$ cat config.mk
export PLATFORM = sky130hd
export DESIGN_NAME = sqd_region
export DESIGN_NICKNAME = d
export VERILOG_FILES = /design/src/sqd_pkg.sv /design/src/sqd_region.sv
export SDC_FILE = /design/constraint.sdc
export NUM_CORES = 1
export LEC_CHECK = 0
export BUFFER_PORTS_ARGS = -buffer_cell sky130_fd_sc_hd__buf_4
export CAP_MARGIN = 20
export CORE_UTILIZATION = 49
export CTS_BUF_LIST = sky130_fd_sc_hd__clkbuf_2
export CTS_CLUSTER_DIAMETER = 40
export DETAILED_ROUTE_END_ITERATION = 10
export PLACE_DENSITY = 0.75
export SLEW_MARGIN = 10
export SYNTH_ARGS = -nofsm -noshare
export SYNTH_HDL_FRONTEND = slang
export SYNTH_SLANG_ARGS = --single-unit
$ cat constraint.sdc
create_clock -name clock -period 5.8 [get_ports clock]
set_input_delay 0.87 -clock clock [delete_from_list [all_inputs] [get_ports clock]]
set_output_delay 0.87 -clock clock [all_outputs]
set_load 0.01 [all_outputs]
$ cat src/sqd_pkg.sv
`timescale 1ns / 1ps
`default_nettype none
// ----------------------------------------------------------------------------
// sqd_pkg
// Shared types, constant tables and elaboration-time helpers for the
// square-to-disk mapping pipeline.
// ----------------------------------------------------------------------------
package sqd_pkg;

   typedef enum logic [1:0] {
      QUAD_EAST  = 2'd0,
      QUAD_NORTH = 2'd1,
      QUAD_WEST  = 2'd2,
      QUAD_SOUTH = 2'd3
   } quadrant_type;

   localparam int ATAN_ENTRIES = 30;

   // pi/4 in Q32, rounded
   localparam logic [31:0] PI_QUARTER_Q32 = 32'd3373259426;

   // atan(2^-i) in Q32, rounded
   localparam logic [31:0] ATAN_Q32 [ATAN_ENTRIES] = '{
      32'd3373259426, 32'd1991351318, 32'd1052175346, 32'd534100635,
      32'd268086748,  32'd134174063,  32'd67103403,   32'd33553749,
      32'd16777131,   32'd8388597,    32'd4194303,    32'd2097152,
      32'd1048576,    32'd524288,     32'd262144,     32'd131072,
      32'd65536,      32'd32768,      32'd16384,      32'd8192,
      32'd4096,       32'd2048,       32'd1024,       32'd512,
      32'd256,        32'd128,        32'd64,         32'd32,
      32'd16,         32'd8
   };

   function automatic logic [63:0] isqrt64(input logic [63:0] n_arg);
      logic [63:0] n;
      logic [63:0] res;
      logic [63:0] bitv;
      n    = n_arg;
      res  = '0;
      bitv = 64'd1 << 62;
      for (int i = 0; i < 32; i++) begin
         if (bitv > n) begin
            bitv = bitv >> 2;
         end
      end
      for (int i = 0; i < 32; i++) begin
         if (bitv != 64'd0) begin
            if (n >= res + bitv) begin
               n   = n - (res + bitv);
               res = (res >> 1) + bitv;
            end else begin
               res = res >> 1;
            end
            bitv = bitv >> 2;
         end
      end
      return res;
   endfunction

   // cordic gain compensation in Q32, evaluated at elaboration only
   function automatic logic [31:0] cordic_gain_q32(input int steps);
      logic [63:0] p;
      logic [63:0] s;
      logic [63:0] num;
      logic [64:0] rem;
      logic [63:0] quo;
      p = 64'd1 << 32;
      for (int i = 0; i < ATAN_ENTRIES; i++) begin
         if (i < steps) begin
            p = p + (p >> (2 * i));
         end
      end
      s = isqrt64(p << 30);
      if (s == 64'd0) begin
         return 32'd0;
      end
      num = (64'd1 << 63) + (s >> 1);
      rem = '0;
      quo = '0;
      // restoring long division, one quotient bit per pass
      for (int i = 63; i >= 0; i--) begin
         rem = {rem[63:0], num[i]};
         if (rem >= {1'b0, s}) begin
            rem    = rem - {1'b0, s};
            quo[i] = 1'b1;
         end
      end
      return quo[31:0];
   endfunction

endpackage
`default_nettype wire

$ cat src/sqd_region.sv
`timescale 1ns / 1ps
`default_nettype none
// ----------------------------------------------------------------------------
// sqd_region
// Maps the sample to [-1,1), picks the quadrant region and registers the
// quotient operands in magnitude form.
// ----------------------------------------------------------------------------
module sqd_region #(
   parameter int FRAC_BITS = 16
) (
   input  wire logic                     clock,
   input  wire logic                     reset,
   input  wire logic                     in_valid,
   output logic                          in_ready,
   input  wire logic [15:0]              sample_u,
   input  wire logic [15:0]              sample_v,
   output logic                          out_valid,
   input  wire logic                     out_ready,
   output logic [FRAC_BITS:0]            num_mag,
   output logic [FRAC_BITS:0]            den_mag,
   output logic                          q_neg,
   output sqd_pkg::quadrant_type         quad
);

   localparam logic signed [FRAC_BITS+1:0] ONE = {2'b01, {FRAC_BITS{1'b0}}};

   logic [FRAC_BITS+16:0]        u_wide;
   logic [FRAC_BITS+16:0]        v_wide;
   logic signed [FRAC_BITS+1:0]  a_val;
   logic signed [FRAC_BITS+1:0]  b_val;
   logic signed [FRAC_BITS+1:0]  b_neg;
   logic signed [FRAC_BITS+1:0]  num_val;
   logic signed [FRAC_BITS+1:0]  den_val;
   logic signed [FRAC_BITS+1:0]  num_abs;
   logic signed [FRAC_BITS+1:0]  den_abs;
   logic                         neg_swap;
   sqd_pkg::quadrant_type        quad_in;

   logic                         vld_ff;
   logic [FRAC_BITS:0]           num_ff;
   logic [FRAC_BITS:0]           den_ff;
   logic                         neg_ff;
   sqd_pkg::quadrant_type        quad_ff;

   always_comb begin
      u_wide  = {sample_u, {(FRAC_BITS+1){1'b0}}};
      v_wide  = {sample_v, {(FRAC_BITS+1){1'b0}}};
      a_val   = $signed({1'b0, u_wide[FRAC_BITS+16:16]}) - ONE;
      b_val   = $signed({1'b0, v_wide[FRAC_BITS+16:16]}) - ONE;
      b_neg   = -b_val;
      if (a_val > b_neg) begin
         if (a_val > b_val) begin
            quad_in = sqd_pkg::QUAD_EAST;  num_val = b_val; den_val = a_val; neg_swap = 1'b0;
         end else begin
            quad_in = sqd_pkg::QUAD_NORTH; num_val = a_val; den_val = b_val; neg_swap = 1'b1;
         end
      end else begin
         if (a_val < b_val) begin
            quad_in = sqd_pkg::QUAD_WEST;  num_val = b_val; den_val = a_val; neg_swap = 1'b0;
         end else begin
            quad_in = sqd_pkg::QUAD_SOUTH; num_val = a_val; den_val = b_val; neg_swap = 1'b1;
         end
      end
      num_abs = num_val[FRAC_BITS+1] ? -num_val : num_val;
      den_abs = den_val[FRAC_BITS+1] ? -den_val : den_val;
   end

   assign in_ready = !vld_ff || out_ready;

   always_ff @(posedge clock) begin
      if (reset) begin
         vld_ff <= 1'b0;
      end else if (in_ready) begin
         vld_ff <= in_valid;
      end
   end

   always_ff @(posedge clock) begin
      if (in_ready) begin
         num_ff  <= num_abs[FRAC_BITS:0];
         den_ff  <= den_abs[FRAC_BITS:0];
         neg_ff  <= (num_val[FRAC_BITS+1] ^ den_val[FRAC_BITS+1]) ^ neg_swap;
         quad_ff <= quad_in;
      end
   end

   assign out_valid = vld_ff;
   assign num_mag   = num_ff;
   assign den_mag   = den_ff;
   assign q_neg     = neg_ff;
   assign quad      = quad_ff;

endmodule
`default_nettype wire

# Word-level counts from Yosys, hierarchy flattened
# Index checks and enable logic that the tools add are counted.
# word_totals
reg_bits	38
inputBits	36
out_inout_bits	39
wordCells	31
# op_classes
add_sub_neg	5
magnitude_cmp	3
muxes	14
bitwise_logic	2
reduce_logical	2
# ops
op	count
2-to-1 mux 18 bit	6
> comparator 18 bit	2
subtractor 17 x 17 -> 18 bit, second input constant	2
2-to-1 mux 17 bit	2
negation 17 bit	2
less-than comparator 18 bit	1
negation 18 bit	1
2-to-1 mux 1 bit	5
2-to-1 mux 2 bit	1
bitwise XOR 1 bit	2
zero test 1 bit	1
logical OR 1 bit	1

# Logic depth before layout (Yosys ltp)
# Gate-level depths: netlist of run 1.
# logic_depth
word_depth	6
ltp_mapped	27

# Worst setup path before layout of run 1
# No wires, ideal clock.
# synth_timing
kind	in2reg
from	input sample_v[1]
to	register num_ff[15] (netlist: num_mag[15]), data pin
setup_ns	0.261
t_arrival_ns	5.733
required_time_ns	5.539
slack_ns	-0.194
cell_stages	26
path_cell_list	nor3_1 -> and3_1 -> clkbuf_1 -> and3_1 -> nand2_1 -> nor3_1 -> xnor2_1 -> ha_1 -> nand4_1 -> nor3_1 -> o21ai_0 -> or2_0 -> and3_1 -> mux2i_2 -> buf_2 -> buf_2 -> nor2_1 -> a21o_1 -> inv_1 -> ha_1 -> clkbuf_1 -> inv_1 -> or3_1 -> nor3_1 -> a211oi_2 -> xnor2_1
# synth_between
elab_chain_cells	6
# synth_rtl
item	line_no	rtl
start, declared	sqd_region.sv:16	input wire logic [15:0] sample_v,
subtractor 17 x 17 -> 18 bit *	sqd_region.sv:49	b_val = $signed({1'b0, v_wide[FRAC_BITS+16:16]}) - ONE;
negation 18 bit (tied with other cells)	sqd_region.sv:50	b_neg = -b_val;
> comparator 18 bit (tied with other cells)	sqd_region.sv:51	if (a_val > b_neg) begin
2-to-1 mux 18 bit *	sqd_region.sv:51	
negation 17 bit	sqd_region.sv:64	num_abs = num_val[FRAC_BITS+1] ? -num_val : num_val;
2-to-1 mux 17 bit *	sqd_region.sv:64	
net num_abs[15]	sqd_region.sv:34	logic signed [FRAC_BITS+1:0] num_abs;
end signal, assigned	sqd_region.sv:80	num_ff <= num_abs[FRAC_BITS:0];
end, declared	sqd_region.sv:40	logic [FRAC_BITS:0] num_ff;
# Mark *: on every way through the listed nets, which the timed path passes. The rest lies on a longest branch.
# A chain may end at the register's enable or synchronous reset.

# Worst setup path after layout of run 1
# layout_timing
from	input sample_v[1]
to	register den_ff[15] (netlist: den_mag[15]), data pin
# layout_between
elab_chain_cells	6
# layout_rtl
item	line_no	rtl
subtractor 17 x 17 -> 18 bit *	sqd_region.sv:49	
negation 18 bit (tied with other cells)	sqd_region.sv:50	
> comparator 18 bit (tied with other cells)	sqd_region.sv:51	
2-to-1 mux 18 bit *	sqd_region.sv:51	
negation 17 bit	sqd_region.sv:65	den_abs = den_val[FRAC_BITS+1] ? -den_val : den_val;
2-to-1 mux 17 bit *	sqd_region.sv:65	
net den_abs[15]	sqd_region.sv:35	logic signed [FRAC_BITS+1:0] den_abs;
end signal, assigned	sqd_region.sv:81	den_ff <= den_abs[FRAC_BITS:0];
end, declared	sqd_region.sv:41	logic [FRAC_BITS:0] den_ff;
# Marks and branches as above.

==> flow_summary.toml, run 1 <==
[timing]
finalSetupTns_ps = 0
rsz0062_at_grt = "no"
setup_viol = 0
period_share = 0.9340
hold_violations = 0
final_max_slew_viol_count = 0
fin_skew_ps = 33.91
worst_slew_pin_slew_ps = 802.5
relSlewSlack = 0.4601
fin_crit_ps = 5417
max_freq_mhz = 184.6

[worst_hold_path]
min-delay-start = "reset"
hold_path.class = "in2reg"

[power]
pwr-share-seq = 0.362
p_switching_uw = 460.9
switching_share = 0.3840
p_int_uw = 739.4
p_leak_uw = 0.001780
vdd.ir_drop.worst_mv = 0.1109
power.density_cell_area_nw_per_um2 = 288.9
combPwrFrac = 0.540
clkPwrFrac = 0.098

[logic_synthesis]
ys_async_sr_fraction = 0
synthFlopType = "edfxtp_1"
ys_seq_area_frac = 0.3124
syn_area_um2 = 3428
ys_types = 45
synth_edf_count = 35
synth_cells = 377
ys_seq_elements = 36
ys.warnings.count = 0
synth_area_per_cell_um2 = 9.094

[run]
maxCapViolCount = 0

[route]
drt-total-wl_um = 9381
drt-wirelength-per-cell_um = 17.12
routed_via_density = 5.907
vias = 3237
first_pass_iters = 7
drtAntennaViolNets = 0
drc = 0
drtIter0Drc = 312

[worst_setup_path]
regToRegSetupSlack_ps = 4640
crit_path_start_kind = "input port"
critPathKind = "in2reg"
worst_ep_arrival_time_ps = 5650
rr_startpoint = "out_valid"
required_ps = 6030
startpoint = "sample_v[1]"
end_kind = "flip-flop"
cp_max_fo = 10

[cts]
clock_path_buffers = 2
htree_levels = 2
root_buffer = "clkbuf_2"
cts_tree = "done"
cts.clk_slew.worst_paths_ps = 210
cts_buffers = 5
clock_latency_ps = 400
cts_setup_buffers = 0
holdBufCountCts = 0
ctsResizeCount = 0
clock_sinks = 36

[finish]
final_cells = 548
layout_commonest_cell = "buf_4"
antenna-diode-count = 0
layout.nets = 522
final_cell_mix = "84 x buf_4, 39 x nor2_1, 38 x xnor2_1"
areaGrowthSynthToFinish_pct = 21.20
drive_above_1_share = 0.2257

[global_routing]
grt_pass1_vias = 2872
grt_overflow = 0
grt_start_max_net_pins = 43
grtUsageTotal = 0.2586
antenna_found_initial = 0
grt_first_pass_wirelength_um = 14760

[place]
dp_hpwl_um = 7158
gp_congestion = 0.9505
dp.cells = 540
numPortBuffers = 72

[floorplan]
rows = 30
start_util = 0.5046
core_um2 = 6794
top_level_ports = 75
die_h_um = 85.65
die_w_um = 85.65
die-area_um2 = 7335

[run_status]
status = "completed"
[routing by layer]
| layer | vias up | GRT usage | share of wire |
|---|---|---|---|
| li1 | 1534 | - | - |
| met1 | 1504 | 0.3617 | 0.42 |
| met2 | 171 | 0.4131 | 0.48 |
| met3 | 28 | 0.03657 | 0.082 |
| met4 | 0 | 0.08333 | 0.020 |
| met5 | - | 0 | 0 |
[layout make-up]
| class | count | area, um2 |
|---|---|---|
| Inverter | 26 | 97.59 |
| Tap cell | 96 | 120.1 |
| Clock buffer | 6 | 30.03 |
| Timing Repair Buffer | 84 | 630.6 |
| Multi-Input combinational cell | 298 | 2198 |
| Clock inverter | 2 | 7.507 |
| Fill cell | 589 | 2639 |
| Sequential cell | 36 | 1071 |
[per-stage QoR]
stage,utilization,worst slack (ps),total power (uW),hold slack [ps],cell area [um2]
detailed placement,0.6061,44.34,1086,875.0,4118
global route,0.6116,15.05,1274,592.7,4155
global placement,0.6061,137.6,1075,854.2,4118
CTS,0.6116,481.2,1200,620.5,4155
finish,0.6116,383.1,1200,628.3,4155
floorplan,-,33.42,829.5,939.1,3447
[worst max-delay path: stages]
cell      delay (ps)
buf_4            120
nor3_2           220
and3_1           320
and3_1           330
nand2_1          220
nor3_2           280
xnor2_1          130
ha_1             300
nand4_1          150
nor3_1           250
o21ai_0          130
or2_0            240
and3_1           210
mux2i_4          280
nor2_1            70
a21oi_1          200
ha_1             480
nand3_1          170
nor4_1           260
a311oi_1         110
xnor2_1          280
[registers in the layout, summed over array words and instances, names as in the netlist]
register / flops
q_neg: 1
quad: 2
num_mag: 16
out_valid: 1
den_mag: 16
[kinds of logic (layout without fill, tap and decap cells)]
family	after synthesis	in the layout	share of synthesized area
AOI/OAI and AO/OA	71	71	0.1369
buffers and inverters	44	118	0.05438
adders and majority gates	35	35	0.1277
DFF	36	36	0.3124
muxes	27	27	0.08175
and+or+nand+nor	119	119	0.1712
xor gates and xnor gates	44	44	0.1146
other	1	2	0.001094
[power by group through the flow]
stage,sequential [uW],clock [uW],combinational (uW)
after CTS,436,119,645
after detailed placement,443,0,643
after global placement,441,0,634
after global routing,441,130,702
final,434,117,649
after floorplan,495,0,335
[path summary, 6_finish.rpt]
| check | endpoint | depth (start not counted) |
|---|---|---|
| setup / recovery | den_mag[15] | 21 |
| hold / removal | out_valid | 2 |
| setup reg to reg | den_mag[8] | 2 |
| hold reg to reg | den_mag[15] | 2 |
[Yosys cell counts (2+ instances only)]
library cell / n / area share
a21oi_1: 30 / 0.044
or4_1: 4 / 0.0088
nor3_1: 18 / 0.026
a211oi_1: 10 / 0.022
and3_1: 7 / 0.013
edfxtp_1: 35 / 0.31
a21o_1: 3 / 0.0066
xnor2_1: 38 / 0.097
inv_1: 25 / 0.027
nand4_1: 9 / 0.016
or3_1: 3 / 0.0055
buf_2: 8 / 0.012
nor2b_1: 3 / 0.0055
and2_1: 2 / 0.0036
nor4_1: 5 / 0.0091
nand2_1: 15 / 0.016
o211ai_1: 9 / 0.020
o221ai_1: 2 / 0.0051
mux2i_1: 24 / 0.070
nand3_1: 8 / 0.012
buf_4: 3 / 0.0066
nor2_1: 39 / 0.043
o21ai_0: 4 / 0.0058
clkbuf_1: 7 / 0.0077
nand2b_1: 2 / 0.0036
ha_1: 35 / 0.13
xor2_1: 5 / 0.013
a311oi_1: 7 / 0.018
(Power assumes the default switching activity.)
==> run 2, diff against run 1 <==
==> constraint.sdc (replaced) <==
create_clock -name clock -period 4.4 [get_ports clock]
set_input_delay 0.66 -clock clock [delete_from_list [all_inputs] [get_ports clock]]
set_output_delay 0.66 -clock clock [all_outputs]
set_load 0.01 [all_outputs]
==> run 2 against run 1 <==
Effect of this change: the flow now finishes with violations (negative setup slack); worst setup slack worse by 470 ps; total power increased by 49%; clock power rose by 86%; highest routed layer unchanged; utilization is 11 points higher; clock skew shrank 8.7 ps; combinational power is 54% higher; hold slack worse by 230 ps; final cell count rose by 14%; wire length increased by 17%; sequential power grew 33%.
==> flow_summary.toml, run 2 (same netlist as run 1, synthesis figures left out) <==
[place]
dp.cells = 588
numPortBuffers = 72
post_dp_cell_area_um2 = 4556
dp_hpwl_um = 7965
gp_congestion = 0.9934

[finish]
areaGrowthSynthToFinish_pct = 42.08
final_cells = 622
layout.nets = 595
drive_above_1_share = 0.3867
layout_commonest_cell = "buf_4"
final_cell_mix = "150 x buf_4, 38 x xnor2_1, 37 x nor2_1"
design_area_um2 = 4871

[route]
routed_via_density = 5.823
drt-wirelength-per-cell_um = 17.58
vias = 3622
first_pass_iters = 5
drt-total-wl_um = 10940
drtAntennaViolNets = 0
drtIter0Drc = 479
drc = 0

[worst_setup_path]
startpoint = "sample_v[5]"
end_kind = "flip-flop"
regToRegSetupSlack_ps = 3060
rr_startpoint = "out_valid"
crit_path_start_kind = "input port"
rr_endpoint = "num_mag[1]"
required_ps = 4550
cp_max_fo = 4
worstSetupEndpoint = "num_mag[15]"
rr_worst_depth = 1
critPathKind = "in2reg"
worst_ep_arrival_time_ps = 4640

[timing]
max_freq_mhz = 222.7
holdWs_ps = 402.5
hold_violations = 0
fin_ws_ps = -90.44
period_share = 1.021
worst_slew_pin_slew_ps = 906.8
final_max_slew_viol_count = 0
fin_crit_ps = 4490
fin_skew_ps = 25.25
setup_viol = 3
rsz0062_at_grt = "yes"
relSlewSlack = 0.3955
finalSetupTns_ps = -117.6

[power]
vdd.ir_drop.worst_mv = 0.1399
power.total_uw = 1794
p_leak_uw = 0.002194
power.density_cell_area_nw_per_um2 = 368.2

[cts]
holdBufCountCts = 0
clock_path_buffers = 2
clock_latency_ps = 400
root_buffer = "clkbuf_2"
clock_sinks = 36
cts.clk_slew.worst_paths_ps = 170
htree_levels = 2
cts_tree = "done"
cts_buffers = 5

[floorplan]
core_um2 = 6794
die-area_um2 = 7335
rows = 30
top_level_ports = 75
die_w_um = 85.65
start_util = 0.5046
die_h_um = 85.65

[run_status]
violations = "negative setup slack"
status = "finished with violations"

[run]
maxCapViolCount = 0

[worst_hold_path]
hold_path.class = "in2reg"
min-delay-start = "reset"

[global_routing]
grt_pass1_vias = 3318
grtUsageTotal = 0.2903
grt_start_max_net_pins = 50
grt_overflow = 0
antenna_found_initial = 0
grt_first_pass_wirelength_um = 16420
run 2: changes by cell type in the layout (fill, tap and decap cells not counted), sizes merged:
cell    delta
clkinv     -2
inv        +1
diode      +1
buf       +73
bufinv     +1
run 2: repair_timing:
| item | in CTS | in global routing |
|---|---|---|
| setup buffers | 14 | 11 |
| setup endpoints to repair | 1 | 22 |
| pin swaps | 2 | 13 |
| resized for setup | 1 | 21 |
| gates cloned | 0 | 0 |
run 2: final cells by class:
| class | count | area [um2] |
|---|---|---|
| clock inverter | 2 | 35.03 |
| antenna | 1 | 2.502 |
| timing repair buffer | 157 | 1209 |
| tap | 96 | 120.1 |
| sequential | 36 | 1071 |
| fill | 510 | 1923 |
| inverter | 26 | 100.1 |
| multi-input combinational | 298 | 2303 |
| clock buffer | 6 | 30.03 |
run 2: critical path: stages:
cell	delay (ps)
buf_8	100
inv_4	50
nand4_1	230
nor3_2	250
nand2_1	130
nor3_2	210
nand2_2	110
nor2_2	100
xnor2_1	70
ha_1	320
nand4_1	160
nor3_2	230
o21ai_1	110
or2_1	240
and3_4	160
mux2i_4	210
mux2i_2	270
ha_2	240
inv_2	40
or3_1	380
nor3_2	130
a211oi_2	70
xnor2_1	150
run 2: routing by layer:
layer	vias to the layer above	GRT usage	wire, um
li1	1670	-	-
met1	1698	0.3877	4505
met2	213	0.4756	5185
met3	41	0.04427	917
met4	0	0.1091	327
met5	-	0	0
run 2: how the worst min path moves through the flow:
stage,endpoint,slack [ps],cells after the start
floorplan,out_valid,730,1
global placement,out_valid,820,2
detailed placement,out_valid,820,2
CTS,out_valid,390,2
global route,out_valid,380,2
finish,out_valid,400,2
run 2: through the flow:
| stage | setup WS (ps) | utilization |
|---|---|---|
| 2_1_floorplan | -493.0 | - |
| 5_1_grt | -303.4 | 0.7166 |
| 4_1_cts | 26.31 | 0.6961 |
| 6_report | -90.44 | 0.7169 |
| 3_3_place_gp | -257.1 | 0.6705 |
| 3_5_place_dp | -431.5 | 0.6705 |
run 2: report_power, final:
part,switching (uW),internal [uW],leakage [uW]
logic,500,499,0.00178
registers,36.4,539,0.000375
clock network,121,97.8,0.0000430
total,657,1140,0.00219
==> run 3, diff against run 2 <==
--- a/config.mk
+++ b/config.mk
@@ -11,7 +11,7 @@
 export CTS_BUF_LIST = sky130_fd_sc_hd__clkbuf_2
 export CTS_CLUSTER_DIAMETER = 40
 export DETAILED_ROUTE_END_ITERATION = 10
-export PLACE_DENSITY = 0.75
+export PLACE_DENSITY = 0.72
 export SLEW_MARGIN = 10
 export SYNTH_ARGS = -nofsm -noshare
 export SYNTH_HDL_FRONTEND = slang
==> constraint.sdc (replaced) <==
create_clock -name clock -period 5.11 [get_ports clock]
set_input_delay 0.7665 -clock clock [delete_from_list [all_inputs] [get_ports clock]]
set_output_delay 0.7665 -clock clock [all_outputs]
set_load 0.01 [all_outputs]
==> run 3 against run 2 <==
Effect of this change: the flow now finishes without violations; worst setup slack improved by 520 ps; non-clock buffer count fell by 52; clock power fell by 42%; utilization fell by 7.6 points; wire length fell by 16%; count of clock-buffer cells in the layout did not move; combinational power fell by 23%; hold slack improved by 140 ps; final cell count fell by 8.5%; sequential share of layout area rose by 2.6 points; die area did not move.
==> flow_summary.toml, run 3 (same netlist as run 1, synthesis figures left out) <==
[worst_setup_path]
max_stage_delay_ps = 390
crit_path_start_kind = "input port"
end_kind = "flip-flop"
path_delay_family = "simple AND/OR/NAND/NOR gates"
critPathKind = "in2reg"
slowest_stage = "or3_1"
cpMostUsedCell = "nor3_2"
cp_num_buf_inv = 4
crit_chain = "buf_4 -> inv_1 -> nand4_1 -> nor3_2 -> nand2_1 -> nor3_1 -> nand2_1 -> nor2_1 -> xnor2_1 -> ha_1 -> nand4_1 -> nor3_2 -> o21ai_0 -> or2_0 -> and3_4 -> mux2i_4 -> mux2i_1 -> buf_4 -> ha_1 -> inv_1 -> or3_1 -> nor3_2 -> a211oi_2 -> xnor2_1"
required_ps = 5240
cp_max_fo = 5
worst_ep_arrival_time_ps = 4810

[finish]
antenna-diode-count = 0
n_fill_cell = 577
final_cell_mix = "105 x buf_4, 39 x nor2_1, 38 x xnor2_1"
final_cells = 569
drive_above_1_share = 0.2727
layout_commonest_cell = "buf_4"
areaGrowthSynthToFinish_pct = 26.97
layout.nets = 543

[power]
power.density_cell_area_nw_per_um2 = 318.9
vdd.ir_drop.worst_mv = 0.1120
p_leak_uw = 0.001899

[route]
drc = 0
drt-wirelength-per-cell_um = 16.17
first_pass_iters = 5
drtIter0Drc = 323
vias = 3249
drtAntennaViolNets = 0
routed_via_density = 5.710
drt-total-wl_um = 9198

[timing]
setup_viol = 0
worst_slew_pin_slew_ps = 741.5
relSlewSlack = 0.5011
period_share = 0.9153
finalSetupTns_ps = 0
fin_skew_ps = 37.48
rsz0062_at_grt = "no"
fin_crit_ps = 4677
max_freq_mhz = 213.8
final_max_slew_viol_count = 0
hold_violations = 0

[cts]
cts_setup_buffers = 0
cts_tree = "done"
holdBufCountCts = 0
ctsResizeCount = 0
clock_latency_ps = 400
cts_buffers = 5
htree_levels = 2
clock_path_buffers = 2
clock_sinks = 36
cts.clk_slew.worst_paths_ps = 140
root_buffer = "clkbuf_2"

[floorplan]
die_h_um = 85.65
start_util = 0.5046
die-area_um2 = 7335
top_level_ports = 75
rows = 30
core_um2 = 6794
die_w_um = 85.65

[run]
maxCapViolCount = 0

[place]
numPortBuffers = 72
gp_congestion = 0.9518
dp_hpwl_um = 7246
dp.cells = 561

[global_routing]
grtUsageMet1 = 0.3696
antenna_found_initial = 0
grt_first_pass_wirelength_um = 15180
grtUsageTotal = 0.2631
grt_overflow = 0
grt_pass1_vias = 3114
grt_start_max_net_pins = 40
grtUsageMet2 = 0.4204
top_usage_layer = "met2"
grt_use_met3 = 0.03369

[run_status]
status = "completed"

[worst_hold_path]
hold_path.class = "in2reg"
-- run 3: path summary, 6_finish.rpt --
| check | startpoint | end | slack [ps] | cells after the start |
|---|---|---|---|---|
| setup / recovery | sample_v[2] | num_mag[15] | 430 | 24 |
| hold / removal | reset | out_valid | 540 | 2 |
| setup reg to reg | out_valid | num_mag[16] | 3970 | 2 |
| hold reg to reg | out_valid | den_mag[6] | 860 | 2 |
-- run 3: routing by layer --
layer / vias up / routed length (um)
met1: 1494 / 4017
met4: 0 / 195
li1: 1567 / -
met5: - / 0
met3: 25 / 765
met2: 163 / 4220
-- run 3: cell type report --
| type | count | area, um2 | area share |
|---|---|---|---|
| Sequential cell | 36 | 1071 | 0.2460 |
| Multi-Input combinational cell | 298 | 2238 | 0.5142 |
| Clock buffer | 6 | 30.03 | 0.006899 |
| Inverter | 26 | 97.59 | 0.02242 |
| Clock inverter | 2 | 7.507 | 0.001725 |
| Timing Repair Buffer | 105 | 788.3 | 0.1811 |
| Tap cell | 96 | 120.1 | 0.02759 |
-- run 3: worst register-to-register path, delay by kind of cell, from the launching register on --
| family | cells | cell delay [ps] |
|---|---|---|
| buf+inv | 1 | 400 |
| flops | 1 | 340 |
| simple gates | 1 | 60 |
-- run 3: stage by stage --
stage                     hold slack [ps]  area [um2]  setup slack (ps)  utilization  power [uW]
after floorplan                     835.6        3516             7.484            -       957.2
after global placement              842.6        4315             225.6       0.6352        1252
after detailed placement            877.7        4315             64.83       0.6352        1266
after CTS                           517.9        4353             459.7       0.6407        1392
after global routing                510.8        4353             54.60       0.6407        1479
final                               540.4        4353             432.9       0.6407        1388
-- run 3: power by group --
| part | leakage [uW] | internal, uW | switching [uW] |
|---|---|---|---|
| sequential | 0.000375 | 464 | 25.7 |
| clock | 0.0000281 | 32.9 | 93.9 |
| combinational | 0.00150 | 371 | 400 |
